**config.mk**
```make
export PLATFORM = sky130hd
export DESIGN_NAME = gic_fifo
export DESIGN_NICKNAME = d
export VERILOG_FILES = /design/src/design/gic_pkg.sv /design/src/design/gic_fifo.sv
export SDC_FILE = /design/constraint.sdc
export NUM_CORES = 1
export LEC_CHECK = 0
export ABC_AREA = 1
export BUFFER_PORTS_ARGS = -buffer_cell sky130_fd_sc_hd__buf_2
export CAP_MARGIN = 10
export CELL_PAD_IN_SITES_DETAIL_PLACEMENT = 1
export CELL_PAD_IN_SITES_GLOBAL_PLACEMENT = 1
export CORE_MARGIN = 2
export CORE_UTILIZATION = 30
export DETAILED_ROUTE_END_ITERATION = 7
export HOLD_SLACK_MARGIN = 0.1
export PLACE_DENSITY = 0.64
export SYNTH_ARGS = -nofsm -noshare
export SYNTH_HDL_FRONTEND = slang
export SYNTH_SLANG_ARGS = --single-unit
```
**constraint.sdc**
```tcl
create_clock -name clk_i -period 15.8 [get_ports clk_i]
set_clock_uncertainty 0.05 [all_clocks]
set_input_delay 2.37 -clock clk_i [delete_from_list [all_inputs] [get_ports clk_i]]
set_output_delay 2.37 -clock clk_i [all_outputs]
set_load 0.01 [all_outputs]
```
**src/design/gic_pkg.sv**
```systemverilog
// gic_pkg: shared types, constants and helpers of the gamepad input conditioner
// used by the front, queue, divider, back end and top level; depends on nothing
`timescale 1ns / 1ps
package gic_pkg;

  // field widths
  localparam int unsigned BtnW    = 14;
  localparam int unsigned AxisW   = 16;
  localparam int unsigned TrigW   = 9;
  localparam int unsigned CntW    = 16;
  localparam int unsigned LimW    = 15;
  localparam int unsigned SqW     = 32;
  localparam int unsigned RootW   = 16;
  localparam int unsigned ProdW   = 31;

  // serial divider shape
  localparam int unsigned DivNW   = 48;
  localparam int unsigned DivDW   = 33;
  localparam int unsigned DivQW   = 17;

  // job queue shape
  localparam int unsigned QDepth  = 2;
  localparam int unsigned QAw     = $clog2(QDepth);

  // configuration register indexes
  typedef enum logic [2:0] {
    CFG_STICK_INNER = 3'd0,
    CFG_STICK_OUTER = 3'd1,
    CFG_TRIG_THR    = 3'd2,
    CFG_TRIG_SPAN   = 3'd3,
    CFG_DIR_THR     = 3'd4
  } gic_cfg_idx_e;

  // reset values of the configuration registers
  localparam logic [LimW-1:0]  InnerRst   = 15'd7864;
  localparam logic [LimW-1:0]  OuterRst   = 15'd32767;
  localparam logic [TrigW-1:0] TrigThrRst = 9'd30;
  localparam logic [TrigW-1:0] SpanRst    = 9'd225;
  localparam logic [LimW-1:0]  DirThrRst  = 15'd9830;

  typedef struct packed {
    logic [LimW-1:0]  stick_inner;
    logic [LimW-1:0]  stick_outer;
    logic [TrigW-1:0] trig_thr;
    logic [TrigW-1:0] trig_span;
    logic [LimW-1:0]  dir_thr;
  } gic_cfg_t;

  // one classified item handed from front to back
  typedef struct packed {
    logic [BtnW-1:0]  levels;
    logic [BtnW-1:0]  presses;
    logic [CntW-1:0]  idle_any;
    logic [CntW-1:0]  idle_confirm;
    logic             phase;
    logic [AxisW-1:0] lx;
    logic [AxisW-1:0] ly;
    logic [AxisW-1:0] rx;
    logic [AxisW-1:0] ry;
    logic [SqW-1:0]   s_l;
    logic [SqW-1:0]   s_r;
    logic [1:0]       trig_zero;
    logic [1:0]       trig_sat;
    logic [TrigW-1:0] ltd;
    logic [TrigW-1:0] rtd;
  } gic_job_t;

  // one finished result
  typedef struct packed {
    logic [BtnW-1:0]  button_levels;
    logic [BtnW-1:0]  new_presses;
    logic [CntW-1:0]  idle_any_count;
    logic [CntW-1:0]  idle_confirm_count;
    logic [AxisW-1:0] left_x;
    logic [AxisW-1:0] left_y;
    logic [AxisW-1:0] right_x;
    logic [AxisW-1:0] right_y;
    logic [AxisW-1:0] left_trigger;
    logic [AxisW-1:0] right_trigger;
    logic [7:0]       stick_directions;
    logic             frame_phase;
  } gic_res_t;

  // back end sequencer states
  typedef enum logic [2:0] {
    ST_IDLE,
    ST_SQRT,
    ST_PREP,
    ST_MUL,
    ST_DGO,
    ST_TRIG,
    ST_DWAIT,
    ST_OUT
  } gic_state_e;

  // direction flags of one stick: up, down, left, right
  function automatic logic [3:0] gic_dir(input logic [AxisW-1:0] x,
                                         input logic [AxisW-1:0] y,
                                         input logic [LimW-1:0]  th);
    logic signed [AxisW:0] sx;
    logic signed [AxisW:0] sy;
    logic signed [AxisW:0] pt;
    logic signed [AxisW:0] nt;
    sx = $signed({x[AxisW-1], x});
    sy = $signed({y[AxisW-1], y});
    pt = $signed({2'b00, th});
    nt = -pt;
    gic_dir = {sx > pt, sx < nt, sy < nt, sy > pt};
  endfunction

endpackage

```
**src/design/gic_fifo.sv**
```systemverilog
// gic_fifo: short job queue between front and back
// uses gic_pkg for the job type and depth
`timescale 1ns / 1ps
module gic_fifo
  import gic_pkg::*;
(
  input  logic     clk_i,
  input  logic     rst_ni,
  input  logic     push_i,
  input  gic_job_t data_i,
  input  logic     pop_i,
  output gic_job_t data_o,
  output logic     full_o,
  output logic     empty_o
);

  gic_job_t         mem_q [QDepth];
  logic [QAw-1:0]   wr_q, rd_q;
  logic [QAw:0]     cnt_q;

  assign full_o  = cnt_q == QAw'(0) + (QAw+1)'(QDepth);
  assign empty_o = cnt_q == '0;
  assign data_o  = mem_q[rd_q];

  // storage
  always_ff @(posedge clk_i) begin
    if (push_i) begin
      mem_q[wr_q] <= data_i;
    end
  end

  // pointers and fill count
  always_ff @(posedge clk_i or negedge rst_ni) begin
    if (!rst_ni) begin
      wr_q  <= '0;
      rd_q  <= '0;
      cnt_q <= '0;
    end else begin
      if (push_i) begin
        wr_q <= (wr_q == QAw'(QDepth - 1)) ? '0 : wr_q + 1'b1;
      end
      if (pop_i) begin
        rd_q <= (rd_q == QAw'(QDepth - 1)) ? '0 : rd_q + 1'b1;
      end
      if (push_i && !pop_i) begin
        cnt_q <= cnt_q + 1'b1;
      end else if (pop_i && !push_i) begin
        cnt_q <= cnt_q - 1'b1;
      end
    end
  end

endmodule

```
==> out/summary.txt <==
Pin count of the biggest net entering global routing: 140
Crit-path max cell delay: 0.99 ns
Setup crit end kind: output pin
First-pass GRT wire length: 53600 um
Initial antenna violation count: 8
Most common cell after layout, fill and taps aside: buf_2
Worst skew pair latency: 0.56 ns
Syn nets: 898
Worst reg-to-reg setup slack: 13.26 ns
Chip height: 237 um
Synth Register Bits: 426
DP Area: 19000 um^2
CP most frequent cell: buf_4
Yosys warns: 0
Cell area after layout: 20500 um^2
Rel. slew slack: 0.282
Largest cells by area after synthesis: edfxtp_1 (78%), mux2_4 (17%), mux2_2 (2.1%), buf_12 (1.4%), buf_6 (0.69%)
Fin Setup TNS: 0 ns
Fmax: 0.155 GHz
Req. time, crit path: 13.38 ns
Vias in the first global route: 8743
Clock-pin transition on the worst setup and hold timing paths: 0.06 ns
Commonest non-fill, non-tap cells in the layout: buf_2 (427), edfxtp_1 (422), mux2_4 (180)
Worst vdd ir: 0.000119 V
Clock root buffer: clkbuf_16
Min cycle time layout: 6.46 ns
Power per cell area: 184 nW/um^2
Max-cap viol count: 0
Slew Viols, Final: 0
Clock sink count: 426
RSZ-0062 raised after global routing: no
CP max stage cell: dfrtp_4
I/O pins: 428
Sequential element share of the synthesized area: 0.785
Crit path cell chain: buf_4 -> buf_4 -> mux2_4 -> buf_2
Final hold slack: 0.460 ns
Antenna-violating nets left: 0
Status: finished, final reports clean
Worst-margin pin slew: 1.08 ns
Wire per inst: 19.4 um
Gpl congestion: 0.771
Drt first pass iters: 4
DR iter-0 viols: 336
Fin crit share: 0.409
Share of cells above drive strength 1: 0.608
Top-area cell type share of the netlist area: 0.778
Vias per cell: 4.25
Power after layout: 3.77 mW
Post-CTS setup buffer count: 0
Clock H-tree levels: 2
Synthesized area: 16300 um^2
Worst Path Buf+Inv: 3
Area delta synth->final: 26.0%
Post-synth top area cell: edfxtp_1
Hold WC Path Type: reg2reg
Row cnt: 85
Crit path max-delay family: buffers and inverters
GR Overflow Total: 0
Final setup viols: 0
Via count: 7958
Post-DP HPWL: 24600 um
Port Buffer Count: 427
Synth unique cells: 15
Fin. Hold Viols: 0
Max FO, Critical Path: 56
CTS resizes: 0
Longest Clk Path Bufs: 3
Syn Inst Count: 682
Die area: 56100 um^2
Core Region: 53700 um^2
Syn Area/Cell: 23.9 um^2
Core Util, Final: 0.382
Final #Nets: 1357
CP Class: reg2out
Leak: 8.14 nW
CTS tree: yes
Num CTS Buffers: 47
Total Wirelength: 36300 um
Hold buffers post-CTS: 0
Crit path launch type: flip-flop
# DRC: 0
Worst Path Arrival: 4.04 ns
Global Route Usage Sum: 0.126
Die Wd: 237 um
Initial Util: 0.303
-- synth_stat cells (all sizes together) --
| cell | count |
|---|---|
| xor2 | 2 |
| nand4 | 1 |
| edfxtp | 422 |
| dfrtp | 4 |
| buf | 24 |
| nand2 | 5 |
| nand3 | 1 |
| xnor2 | 1 |
| inv | 7 |
| ha | 1 |
| mux2 | 211 |
| nor2 | 3 |
-- state kept, by name (all words and copies together) (netlist names) --
signal	cells
rd_q	1
cnt_q	2
wr_q	1
mem_q	422
-- layer usage --
layer  vias to the layer above  global-route usage  wire length (um)
li1                       3630                   -                 -
met1                      3972               0.146             14200
met2                       277               0.216             18300
met3                        73              0.0472              2870
met4                         6              0.0391               917
met5                         -                   0                40
-- per-stage QoR --
stage               std cells  setup slack (ns)
floorplan                 682              3.73
global route             1870              9.13
CTS                      1869              9.27
global placement         1788              9.98
detailed placement       1788              9.89
finish                   1871              9.34
-- path summary, 6_finish.rpt --
path                       startpoint            to  cells after the start
setup / recovery                 rd_q    data_o[55]                      4
hold / removal               cnt_q[1]      cnt_q[1]                      2
setup reg to reg                 wr_q  mem_q[0][80]                      3
hold reg to reg              cnt_q[1]      cnt_q[1]                      2
max in group asynchronous      rst_ni          rd_q                      1
min in group asynchronous      rst_ni          rd_q                      1
-- cell type report --
class / instances / area (um^2)
tap: 696 / 871
inverter: 7 / 33.8
clock buffer: 64 / 1320
sequential: 426 / 12800
fill: 5339 / 33200
clock inverter: 17 / 165
antenna: 2 / 5.00
multi-input combinational: 225 / 3140
timing repair buffer: 434 / 2200
-- where the power goes --
group | switching, mW | internal, mW
sequential | 0.0878 | 1.50
clock | 0.428 | 0.632
combinational | 0.559 | 0.560
-- worst min-delay path: cells and delay by family, from the launching register on --
family	cells	cell delay (ns)
simple gates	2	0.11
flops	1	0.37
-- cell families after synthesis --
group | count (synthesis) | synth area share
DFF | 426 | 0.785
muxes | 211 | 0.187
buffers and inverters | 31 | 0.0230
and+or+nand+nor | 10 | 0.00254
xor gates and xnor gates | 3 | 0.00161
adders and majority gates | 1 | 0.000769
Note: power is estimated with default switching activity, not from simulation.
