===== config.mk =====
export PLATFORM = sky130hd
export DESIGN_NAME = gic_back_flat
export DESIGN_NICKNAME = d
export VERILOG_FILES = /design/src/design/gic_pkg.sv /design/src/design/gic_if.sv /design/src/design/gic_div.sv /design/src/design/gic_back.sv /design/src/flat_wrapper.sv
export SDC_FILE = /design/constraint.sdc
export NUM_CORES = 2
export LEC_CHECK = 0
export BUFFER_PORTS_ARGS = -buffer_cell sky130_fd_sc_hd__buf_4
export CAP_MARGIN = 10
export CORE_AREA = 4 4 293 295
export DETAILED_ROUTE_END_ITERATION = 8
export DIE_AREA = 0 0 297 299
export PLACE_DENSITY = 0.84
export SETUP_SLACK_MARGIN = 0.1
export SLEW_MARGIN = 15
export SYNTH_ARGS = -nofsm -noshare
export SYNTH_HDL_FRONTEND = slang
export SYNTH_SLANG_ARGS = --single-unit
export TNS_END_PERCENT = 20

===== constraint.sdc =====
create_clock -name clk_i -period 15.36 [get_ports clk_i]
set_input_delay 1.536 -clock clk_i [delete_from_list [all_inputs] [get_ports clk_i]]
set_output_delay 1.536 -clock clk_i [all_outputs]
set_load 0.005 [all_outputs]

===== src/design/gic_pkg.sv =====
// gic_pkg: shared types, constants and helpers of the gamepad input conditioner
// used by the front, queue, divider, back end and top level; depends on nothing
`timescale 1ns / 1ps
package gic_pkg;

  // field widths
  localparam int unsigned BtnW    = 14;
  localparam int unsigned AxisW   = 16;
  localparam int unsigned TrigW   = 9;
  localparam int unsigned CntW    = 16;
  localparam int unsigned LimW    = 15;
  localparam int unsigned SqW     = 32;
  localparam int unsigned RootW   = 16;
  localparam int unsigned ProdW   = 31;

  // serial divider shape
  localparam int unsigned DivNW   = 48;
  localparam int unsigned DivDW   = 33;
  localparam int unsigned DivQW   = 17;

  // job queue shape
  localparam int unsigned QDepth  = 2;
  localparam int unsigned QAw     = $clog2(QDepth);

  // configuration register indexes
  typedef enum logic [2:0] {
    CFG_STICK_INNER = 3'd0,
    CFG_STICK_OUTER = 3'd1,
    CFG_TRIG_THR    = 3'd2,
    CFG_TRIG_SPAN   = 3'd3,
    CFG_DIR_THR     = 3'd4
  } gic_cfg_idx_e;

  // reset values of the configuration registers
  localparam logic [LimW-1:0]  InnerRst   = 15'd7864;
  localparam logic [LimW-1:0]  OuterRst   = 15'd32767;
  localparam logic [TrigW-1:0] TrigThrRst = 9'd30;
  localparam logic [TrigW-1:0] SpanRst    = 9'd225;
  localparam logic [LimW-1:0]  DirThrRst  = 15'd9830;

  typedef struct packed {
    logic [LimW-1:0]  stick_inner;
    logic [LimW-1:0]  stick_outer;
    logic [TrigW-1:0] trig_thr;
    logic [TrigW-1:0] trig_span;
    logic [LimW-1:0]  dir_thr;
  } gic_cfg_t;

  // one classified item handed from front to back
  typedef struct packed {
    logic [BtnW-1:0]  levels;
    logic [BtnW-1:0]  presses;
    logic [CntW-1:0]  idle_any;
    logic [CntW-1:0]  idle_confirm;
    logic             phase;
    logic [AxisW-1:0] lx;
    logic [AxisW-1:0] ly;
    logic [AxisW-1:0] rx;
    logic [AxisW-1:0] ry;
    logic [SqW-1:0]   s_l;
    logic [SqW-1:0]   s_r;
    logic [1:0]       trig_zero;
    logic [1:0]       trig_sat;
    logic [TrigW-1:0] ltd;
    logic [TrigW-1:0] rtd;
  } gic_job_t;

  // one finished result
  typedef struct packed {
    logic [BtnW-1:0]  button_levels;
    logic [BtnW-1:0]  new_presses;
    logic [CntW-1:0]  idle_any_count;
    logic [CntW-1:0]  idle_confirm_count;
    logic [AxisW-1:0] left_x;
    logic [AxisW-1:0] left_y;
    logic [AxisW-1:0] right_x;
    logic [AxisW-1:0] right_y;
    logic [AxisW-1:0] left_trigger;
    logic [AxisW-1:0] right_trigger;
    logic [7:0]       stick_directions;
    logic             frame_phase;
  } gic_res_t;

  // back end sequencer states
  typedef enum logic [2:0] {
    ST_IDLE,
    ST_SQRT,
    ST_PREP,
    ST_MUL,
    ST_DGO,
    ST_TRIG,
    ST_DWAIT,
    ST_OUT
  } gic_state_e;

  // direction flags of one stick: up, down, left, right
  function automatic logic [3:0] gic_dir(input logic [AxisW-1:0] x,
                                         input logic [AxisW-1:0] y,
                                         input logic [LimW-1:0]  th);
    logic signed [AxisW:0] sx;
    logic signed [AxisW:0] sy;
    logic signed [AxisW:0] pt;
    logic signed [AxisW:0] nt;
    sx = $signed({x[AxisW-1], x});
    sy = $signed({y[AxisW-1], y});
    pt = $signed({2'b00, th});
    nt = -pt;
    gic_dir = {sx > pt, sx < nt, sy < nt, sy > pt};
  endfunction

endpackage


===== src/design/gic_if.sv =====


interface gic_out_if;
  logic              valid;
  logic              ready;
  logic [13:0]       button_levels;
  logic [13:0]       new_presses;
  logic [15:0]       idle_any_count;
  logic [15:0]       idle_confirm_count;
  logic signed [15:0] left_x;
  logic signed [15:0] left_y;
  logic signed [15:0] right_x;
  logic signed [15:0] right_y;
  logic [15:0]       left_trigger;
  logic [15:0]       right_trigger;
  logic [7:0]        stick_directions;
  logic              frame_phase;

  modport source(output valid, button_levels, new_presses, idle_any_count,
                 idle_confirm_count, left_x, left_y, right_x, right_y, left_trigger,
                 right_trigger, stick_directions, frame_phase, input ready);
  modport sink(input valid, button_levels, new_presses, idle_any_count,
               idle_confirm_count, left_x, left_y, right_x, right_y, left_trigger,
               right_trigger, stick_directions, frame_phase, output ready);
endinterface



===== src/design/gic_div.sv =====
// gic_div: serial restoring divider, one quotient bit per cycle
// uses gic_pkg for its widths; quotient must fit DivQW bits
`timescale 1ns / 1ps
module gic_div
  import gic_pkg::*;
(
  input  logic             clk_i,
  input  logic             rst_ni,
  input  logic             start_i,
  input  logic [DivNW-1:0] num_i,
  input  logic [DivDW-1:0] den_i,
  output logic             done_o,
  output logic [DivQW-1:0] quo_o
);

  localparam int unsigned CntW2 = $clog2(DivQW);

  logic [DivDW-1:0] rem_q, den_q;
  logic [DivQW-1:0] lo_q;
  logic [CntW2-1:0] cnt_q;
  logic             busy_q, done_q;
  logic [DivDW:0]   sh, diff;
  logic             ge;

  // one restoring step
  assign sh   = {rem_q, lo_q[DivQW-1]};
  assign ge   = sh >= {1'b0, den_q};
  assign diff = sh - {1'b0, den_q};

  assign done_o = done_q;
  assign quo_o  = lo_q;

  always_ff @(posedge clk_i) begin
    if (start_i) begin
      rem_q <= DivDW'(num_i[DivNW-1:DivQW]);
      lo_q  <= num_i[DivQW-1:0];
      den_q <= den_i;
    end else if (busy_q) begin
      rem_q <= ge ? diff[DivDW-1:0] : sh[DivDW-1:0];
      lo_q  <= {lo_q[DivQW-2:0], ge};
    end
  end

  always_ff @(posedge clk_i or negedge rst_ni) begin
    if (!rst_ni) begin
      busy_q <= 1'b0;
      done_q <= 1'b0;
      cnt_q  <= '0;
    end else begin
      done_q <= busy_q && (cnt_q == '0);
      if (start_i) begin
        busy_q <= 1'b1;
        cnt_q  <= CntW2'(DivQW - 1);
      end else if (busy_q) begin
        if (cnt_q == '0) begin
          busy_q <= 1'b0;
        end else begin
          cnt_q <= cnt_q - 1'b1;
        end
      end
    end
  end

endmodule


===== src/design/gic_back.sv =====
// gic_back: per item sequencer: stick square roots, deadzone scaling and
// trigger scaling through one shared divider, then the output register
// uses gic_pkg, gic_if and gic_div
`timescale 1ns / 1ps
module gic_back
  import gic_pkg::*;
(
  input  logic      clk_i,
  input  logic      rst_ni,
  input  gic_cfg_t  cfg_i,
  input  logic      empty_i,
  input  gic_job_t  job_i,
  output logic      pop_o,
  gic_out_if.source out_if
);

  gic_state_e state_q, state_d;
  gic_job_t   ent_q;
  logic [2:0] job_q, job_d;

  logic [SqW-1:0]   sval_q;
  logic [RootW-1:0] root_q;
  logic [17:0]      srem_q;
  logic [3:0]       scnt_q;
  logic             sq_load, sq_from_in;
  logic [19:0]      rem_sh, trial, rdiff;
  logic             sq_ge;

  logic [LimW-1:0]  k_q, w_q, e_val;
  logic [ProdW-1:0] pa_q, pb_q;
  logic             unit, dead;
  logic [AxisW-1:0] cur_c, abs_c;
  logic             c_neg;

  logic             div_start, div_done, trig_mode;
  logic [DivNW-1:0] div_num;
  logic [DivDW-1:0] div_den;
  logic [DivQW-1:0] div_q, qs, qneg;
  logic [TrigW-1:0] tdiff;

  logic [AxisW-1:0] res_q [6];
  logic             res_we, clr_pair;
  logic [AxisW-1:0] res_val, dval;

  gic_res_t out_q;
  logic     out_valid_q, out_load;

  // operand selection for the current job
  always_comb begin
    case (job_q[1:0])
      2'd0:    cur_c = ent_q.lx;
      2'd1:    cur_c = ent_q.ly;
      2'd2:    cur_c = ent_q.rx;
      default: cur_c = ent_q.ry;
    endcase
    c_neg = cur_c[AxisW-1];
    abs_c = c_neg ? (AxisW'(0) - cur_c) : cur_c;
    unit  = cfg_i.stick_outer <= cfg_i.stick_inner;
    e_val = (root_q < {1'b0, cfg_i.stick_outer}) ? root_q[LimW-1:0] : cfg_i.stick_outer;
    dead  = (root_q < {1'b0, cfg_i.stick_inner}) ||
            ((root_q == {1'b0, cfg_i.stick_inner}) && (srem_q == '0));
    tdiff = job_q[0] ? ent_q.rtd : ent_q.ltd;
  end

  // square root step, two radicand bits a cycle
  assign rem_sh = {srem_q, sval_q[SqW-1:SqW-2]};
  assign trial  = {2'b00, root_q, 2'b01};
  assign sq_ge  = rem_sh >= trial;
  assign rdiff  = rem_sh - trial;

  always_ff @(posedge clk_i) begin
    if (sq_load) begin
      sval_q <= sq_from_in ? job_i.s_l : ent_q.s_r;
      root_q <= '0;
      srem_q <= '0;
      scnt_q <= 4'd15;
    end else if (state_q == ST_SQRT) begin
      sval_q <= {sval_q[SqW-3:0], 2'b00};
      srem_q <= sq_ge ? rdiff[17:0] : rem_sh[17:0];
      root_q <= {root_q[RootW-2:0], sq_ge};
      scnt_q <= scnt_q - 1'b1;
    end
  end

  // scale factors and products
  always_ff @(posedge clk_i) begin
    if (pop_o) begin
      ent_q <= job_i;
    end
    if (state_q == ST_PREP) begin
      k_q <= unit ? LimW'(1) : (e_val - cfg_i.stick_inner);
      w_q <= unit ? LimW'(1) : (cfg_i.stick_outer - cfg_i.stick_inner);
    end
    if (state_q == ST_MUL) begin
      pa_q <= abs_c * k_q;
      pb_q <= root_q * w_q;
    end
  end

  // divider operands
  always_comb begin
    if (trig_mode) begin
      div_num = DivNW'({tdiff, 17'd0}) + DivNW'(cfg_i.trig_span);
      div_den = DivDW'({cfg_i.trig_span, 1'b0});
    end else begin
      div_num = DivNW'({pa_q, 16'd0}) + DivNW'(pb_q);
      div_den = DivDW'({pb_q, 1'b0});
    end
  end

  gic_div u_div (
    .clk_i   (clk_i),
    .rst_ni  (rst_ni),
    .start_i (div_start),
    .num_i   (div_num),
    .den_i   (div_den),
    .done_o  (div_done),
    .quo_o   (div_q)
  );

  // quotient to output code, saturated for stick components
  always_comb begin
    qs   = (div_q > DivQW'(32768)) ? DivQW'(32768) : div_q;
    qneg = DivQW'(0) - qs;
    if (job_q[2]) begin
      dval = div_q[AxisW-1:0];
    end else if (c_neg) begin
      dval = qneg[AxisW-1:0];
    end else begin
      dval = (div_q > DivQW'(32767)) ? 16'h7FFF : div_q[AxisW-1:0];
    end
  end

  // sequencer
  always_comb begin
    state_d    = state_q;
    job_d      = job_q;
    pop_o      = 1'b0;
    sq_load    = 1'b0;
    sq_from_in = 1'b0;
    div_start  = 1'b0;
    trig_mode  = job_q[2];
    res_we     = 1'b0;
    res_val    = dval;
    clr_pair   = 1'b0;
    out_load   = 1'b0;
    case (state_q)
      ST_IDLE: begin
        if (!empty_i) begin
          pop_o      = 1'b1;
          sq_load    = 1'b1;
          sq_from_in = 1'b1;
          job_d      = 3'd0;
          state_d    = ST_SQRT;
        end
      end
      ST_SQRT: begin
        if (scnt_q == '0) begin
          state_d = ST_PREP;
        end
      end
      ST_PREP: begin
        if (dead) begin
          clr_pair = 1'b1;
          job_d    = job_q + 3'd2;
          if (job_q == 3'd0) begin
            sq_load = 1'b1;
            state_d = ST_SQRT;
          end else begin
            state_d = ST_TRIG;
          end
        end else begin
          state_d = ST_MUL;
        end
      end
      ST_MUL: begin
        state_d = ST_DGO;
      end
      ST_DGO: begin
        div_start = 1'b1;
        state_d   = ST_DWAIT;
      end
      ST_TRIG: begin
        if (ent_q.trig_zero[job_q[0]] || ent_q.trig_sat[job_q[0]]) begin
          res_we  = 1'b1;
          res_val = ent_q.trig_zero[job_q[0]] ? '0 : '1;
          job_d   = job_q + 1'b1;
          state_d = (job_q == 3'd5) ? ST_OUT : ST_TRIG;
        end else begin
          div_start = 1'b1;
          state_d   = ST_DWAIT;
        end
      end
      ST_DWAIT: begin
        if (div_done) begin
          res_we = 1'b1;
          job_d  = job_q + 1'b1;
          case (job_q)
            3'd0, 3'd2: state_d = ST_MUL;
            3'd1: begin
              sq_load = 1'b1;
              state_d = ST_SQRT;
            end
            3'd3, 3'd4: state_d = ST_TRIG;
            default:    state_d = ST_OUT;
          endcase
        end
      end
      ST_OUT: begin
        if (!out_valid_q || out_if.ready) begin
          out_load = 1'b1;
          state_d  = ST_IDLE;
        end
      end
      default: state_d = ST_IDLE;
    endcase
  end

  always_ff @(posedge clk_i or negedge rst_ni) begin
    if (!rst_ni) begin
      state_q <= ST_IDLE;
      job_q   <= '0;
    end else begin
      state_q <= state_d;
      job_q   <= job_d;
    end
  end

  // per job results
  always_ff @(posedge clk_i) begin
    if (clr_pair) begin
      res_q[{job_q[2:1], 1'b0}] <= '0;
      res_q[{job_q[2:1], 1'b1}] <= '0;
    end else if (res_we) begin
      res_q[job_q] <= res_val;
    end
  end

  // output register
  always_ff @(posedge clk_i) begin
    if (out_load) begin
      out_q.button_levels      <= ent_q.levels;
      out_q.new_presses        <= ent_q.presses;
      out_q.idle_any_count     <= ent_q.idle_any;
      out_q.idle_confirm_count <= ent_q.idle_confirm;
      out_q.left_x             <= res_q[0];
      out_q.left_y             <= res_q[1];
      out_q.right_x            <= res_q[2];
      out_q.right_y            <= res_q[3];
      out_q.left_trigger       <= res_q[4];
      out_q.right_trigger      <= res_q[5];
      out_q.stick_directions   <= {gic_dir(res_q[2], res_q[3], cfg_i.dir_thr),
                                   gic_dir(res_q[0], res_q[1], cfg_i.dir_thr)};
      out_q.frame_phase        <= ent_q.phase;
    end
  end

  always_ff @(posedge clk_i or negedge rst_ni) begin
    if (!rst_ni) begin
      out_valid_q <= 1'b0;
    end else if (out_load) begin
      out_valid_q <= 1'b1;
    end else if (out_if.ready) begin
      out_valid_q <= 1'b0;
    end
  end

  assign out_if.valid              = out_valid_q;
  assign out_if.button_levels      = out_q.button_levels;
  assign out_if.new_presses        = out_q.new_presses;
  assign out_if.idle_any_count     = out_q.idle_any_count;
  assign out_if.idle_confirm_count = out_q.idle_confirm_count;
  assign out_if.left_x             = out_q.left_x;
  assign out_if.left_y             = out_q.left_y;
  assign out_if.right_x            = out_q.right_x;
  assign out_if.right_y            = out_q.right_y;
  assign out_if.left_trigger       = out_q.left_trigger;
  assign out_if.right_trigger      = out_q.right_trigger;
  assign out_if.stick_directions   = out_q.stick_directions;
  assign out_if.frame_phase        = out_q.frame_phase;

endmodule


===== src/flat_wrapper.sv =====
// flat-port wrapper written by rule: the top's interface ports become plain ports
module gic_back_flat import gic_pkg::*;
  (clk_i, rst_ni, cfg_i, empty_i, job_i, pop_o, out_if_valid, out_if_button_levels, out_if_new_presses, out_if_idle_any_count, out_if_idle_confirm_count, out_if_left_x, out_if_left_y, out_if_right_x, out_if_right_y, out_if_left_trigger, out_if_right_trigger, out_if_stick_directions, out_if_frame_phase, out_if_ready);
  gic_out_if out_if_i ();
  input  logic clk_i;
  input  logic rst_ni;
  input  gic_cfg_t cfg_i;
  input  logic empty_i;
  input  gic_job_t job_i;
  output logic pop_o;
  output wire logic [$bits(out_if_i.valid)-1:0] out_if_valid;
  output wire logic [$bits(out_if_i.button_levels)-1:0] out_if_button_levels;
  output wire logic [$bits(out_if_i.new_presses)-1:0] out_if_new_presses;
  output wire logic [$bits(out_if_i.idle_any_count)-1:0] out_if_idle_any_count;
  output wire logic [$bits(out_if_i.idle_confirm_count)-1:0] out_if_idle_confirm_count;
  output wire logic [$bits(out_if_i.left_x)-1:0] out_if_left_x;
  output wire logic [$bits(out_if_i.left_y)-1:0] out_if_left_y;
  output wire logic [$bits(out_if_i.right_x)-1:0] out_if_right_x;
  output wire logic [$bits(out_if_i.right_y)-1:0] out_if_right_y;
  output wire logic [$bits(out_if_i.left_trigger)-1:0] out_if_left_trigger;
  output wire logic [$bits(out_if_i.right_trigger)-1:0] out_if_right_trigger;
  output wire logic [$bits(out_if_i.stick_directions)-1:0] out_if_stick_directions;
  output wire logic [$bits(out_if_i.frame_phase)-1:0] out_if_frame_phase;
  input wire logic [$bits(out_if_i.ready)-1:0] out_if_ready;
  assign out_if_valid = out_if_i.valid;
  assign out_if_button_levels = out_if_i.button_levels;
  assign out_if_new_presses = out_if_i.new_presses;
  assign out_if_idle_any_count = out_if_i.idle_any_count;
  assign out_if_idle_confirm_count = out_if_i.idle_confirm_count;
  assign out_if_left_x = out_if_i.left_x;
  assign out_if_left_y = out_if_i.left_y;
  assign out_if_right_x = out_if_i.right_x;
  assign out_if_right_y = out_if_i.right_y;
  assign out_if_left_trigger = out_if_i.left_trigger;
  assign out_if_right_trigger = out_if_i.right_trigger;
  assign out_if_stick_directions = out_if_i.stick_directions;
  assign out_if_frame_phase = out_if_i.frame_phase;
  assign out_if_i.ready = out_if_ready;
  gic_back u_core (.clk_i(clk_i), .rst_ni(rst_ni), .cfg_i(cfg_i), .empty_i(empty_i), .job_i(job_i), .pop_o(pop_o), .out_if(out_if_i));
endmodule

==> run_results.csv <==
group,metric,value,unit
outcome,status,"completed",
route,ant_nets,0,
min_path,hp-class,"reg2reg",
worst_setup_path,crit_cells,38,
layout,stdcell_area,0.0568,mm2
worst_setup_path,reg2reg_slack,5570,ps
clocking,clk_pin_slew,70,ps
grt,overflow,0,
worst_setup_path,worstSetupStartpoint,"u_core.job_q[0]",
layout,drive_above_1_share,0.136,
timing,rsz0062_at_grt,"no",
layout,diodes,0,
clocking,numCtsBuffers,76,
timing,relSlewSlack,0.195,
worst_setup_path,critical_path_buf_inv_count,12,
die,core,0.0832,mm2
worst_setup_path,cpLargestDelayFamily,"adder cells",
clocking,htreeDepth,3,
grt,grt_pass1_vias,37200,
worst_setup_path,rr_worst_depth,38,
placement,dp_hpwl,95200,um
clocking,cts.path.max_buffers,3,
timing,hold_violations,0,
route,firstDrtPassIters,9,
timing,worst_slew_pin_slew,1190,ps
die,die_x,297,um
layout,postLayoutCoreUtil,0.683,
die,io_pins,445,
synthesis,yosysWarningCount,0,
timing,setup_viol,0,
layout,area_growth,14.4,%
timing,period_share,0.637,
worst_setup_path,crit_path_max_incr_delay,560,ps
worst_setup_path,cp_max_fo,20,
die,die_h,299,um
layout,nets,6067,
synthesis,syn_inst,4559,
die,initial_core_util,0.597,
timing,final.min_clock_period,9790,ps
grt,grt_pass1_wl,200000,um
clocking,cts_setup_buffers,0,
worst_setup_path,cp_slowest_cell,"nor4_1",
placement,io_buffer_count,435,
timing,timing.setup.tns,0,ps
die,rows,106,
route,wl,125000,um
grt,grt_max_degree,88,
worst_setup_path,reg2reg_to,"u_core.pa_q[27]",
route,drc,0,
min_path,hold_depth,0,
clocking,ctsRootBufferMaster,"clkbuf_16",
timing,skew,78.1,ps
worst_setup_path,cp_data_required_time,15730,ps
synthesis,ys_seq_elements,697,
worst_setup_path,crit_top_cell,"inv_1",
clocking,cts_sinks,697,
worst_setup_path,start_kind,"register",
die,die_area,0.0888,mm2
route,routed_via_density,5.85,
layout,final_cell_mix,"edfxtp_1 (643), inv_1 (538), buf_4 (491)",
worst_setup_path,critPathKind,"reg2reg",
synthesis,syn_area,0.0496,mm2
placement,gp_congestion,0.951,
timing,drv_slew,0,
timing,fmax,102,MHz
synthesis,synth_edf_count,643,
route,drt_iter0_markers,2768,
synthesis,synth_nets,5650,
job,maxCapViolCount,0,
synthesis,seq_area_frac_synth,0.412,
route,vias,35800,
layout,final_common_cell,"edfxtp_1",
synthesis,avgSynthCellArea,10.9,um2
clocking,clk_latency,690,ps
worst_setup_path,crit_end,"u_core.pa_q[27]",
placement,dpl_cell_area,0.0542,mm2
clocking,cts_tree,"done",
clocking,postCtsResizedCells,0,
synthesis,synth.distinct_cells,76,
worst_setup_path,crit_path_end_kind,"register",
grt,grt_usage,0.283,
clocking,cts-hold-fix-buffers,0,
route,wl_per_cell,20.5,um
synthesis,ys.flop_type,"edfxtp_1",
worst_setup_path,rr_startpoint,"u_core.job_q[0]",
timing,holdWs,379,ps
worst_setup_path,crit_arrival,10160,ps
synthesis,async_flop_share,0.0201,
grt,antenna_found_initial,0,
synthesized netlist by cell type, drive strengths merged (14+ instances only):
library cell | count | area (um2)
a211oi | 22 | 165
a21o | 79 | 601
a21oi | 193 | 966
a31oi | 26 | 163
and2 | 235 | 1470
and3 | 15 | 93.8
clkbuf | 139 | 522
dfrtp | 14 | 350
dfxtp | 40 | 801
edfxtp | 643 | 19300
fa | 364 | 7290
ha | 449 | 5620
inv | 539 | 2020
mux2 | 29 | 327
mux2i | 52 | 521
nand2 | 431 | 1620
nand2b | 45 | 282
nand3 | 81 | 405
nand4 | 29 | 181
nor2 | 285 | 1070
nor2b | 103 | 644
nor3 | 61 | 310
nor4 | 25 | 156
o211ai | 14 | 105
o21a | 60 | 450
o21ai | 190 | 962
o21bai | 15 | 113
o31ai | 17 | 128
or2 | 18 | 113
or3 | 26 | 173
xnor2 | 106 | 928
xor2 | 59 | 517
state kept, by name (all words and copies together), names as in the netlist, 8 cells and up:
signal / count
u_core.ent_q: 179
u_core.res_q: 96
u_core.u_div.rem_q: 33
u_core.sval_q: 32
u_core.pa_q: 31
u_core.pb_q: 31
u_core.u_div.den_q: 31
u_core.srem_q: 18
u_core.u_div.quo_o: 17
out_if_left_trigger: 16
out_if_right_trigger: 16
u_core.out_if.idle_any_count: 16
u_core.out_if.idle_confirm_count: 16
u_core.out_if.left_x: 16
u_core.out_if.left_y: 16
u_core.out_if.right_x: 16
u_core.out_if.right_y: 16
u_core.root_q: 16
u_core.k_q: 15
u_core.w_q: 15
u_core.out_if.button_levels: 14
u_core.out_if.new_presses: 14
u_core.out_if.stick_directions: 8
worst min path at each step:
stage | slack, ps | to | startpoint
2_1_floorplan | 400 | out_if_left_trigger[0] | u_core.res_q[4][0]
3_3_place_gp | 400 | u_core.out_if.button_levels[4] | u_core.ent_q[201]
3_5_place_dp | 400 | out_if_left_trigger[13] | u_core.res_q[4][13]
4_1_cts | 380 | u_core.out_if.idle_any_count[15] | u_core.ent_q[182]
5_1_grt | 380 | u_core.out_if.new_presses[6] | u_core.ent_q[189]
6_report | 380 | u_core.out_if.idle_any_count[15] | u_core.ent_q[182]
final cells by class:
type / instances / area, um2
Clock buffer: 86 / 1940
Clock inverter: 50 / 681
Fill cell: 5896 / 26400
Inverter: 541 / 2030
Multi-Input combinational cell: 3169 / 26600
Sequential cell: 697 / 20500
Tap cell: 1080 / 1350
Timing Repair Buffer: 491 / 3690
logic make-up (layout without fill, tap and decap cells):
group,Yosys count,count (layout),synth area share
simple gates,1377,1377,0.135
mux,81,81,0.0171
xor+xnor,165,165,0.0291
buf+inv,693,1168,0.0525
fa+ha+maj,813,813,0.260
flops,697,697,0.412
compound gates,733,733,0.0941
per-layer routing:
metal  track usage  share of wire
met1         0.347           0.38
met2         0.490           0.50
met3        0.0563          0.076
met4         0.118          0.044
met5             0              0
worst reg2reg max path: cells and delay by family (launching register included):
kind                     cells  cell delay [ps]
adder cells (fa/ha/maj)      9             3810
AO/OA/AOI/OAI               10             2100
AND/OR/NAND/NOR              5             1340
buffers and inverters       12             1570
XOR/XNOR                     2              330
flip-flops                   1              340
through the flow:
stage	instances	setup slack, ps
6_report	6114	5570
5_1_grt	6114	5130
4_1_cts	6114	5600
3_5_place_dp	5978	5760
3_3_place_gp	5978	5900
2_1_floorplan	4559	5730
Power is not shown: default switching activity piles up to over one toggle a cycle in this logic, so the estimate is an artifact.
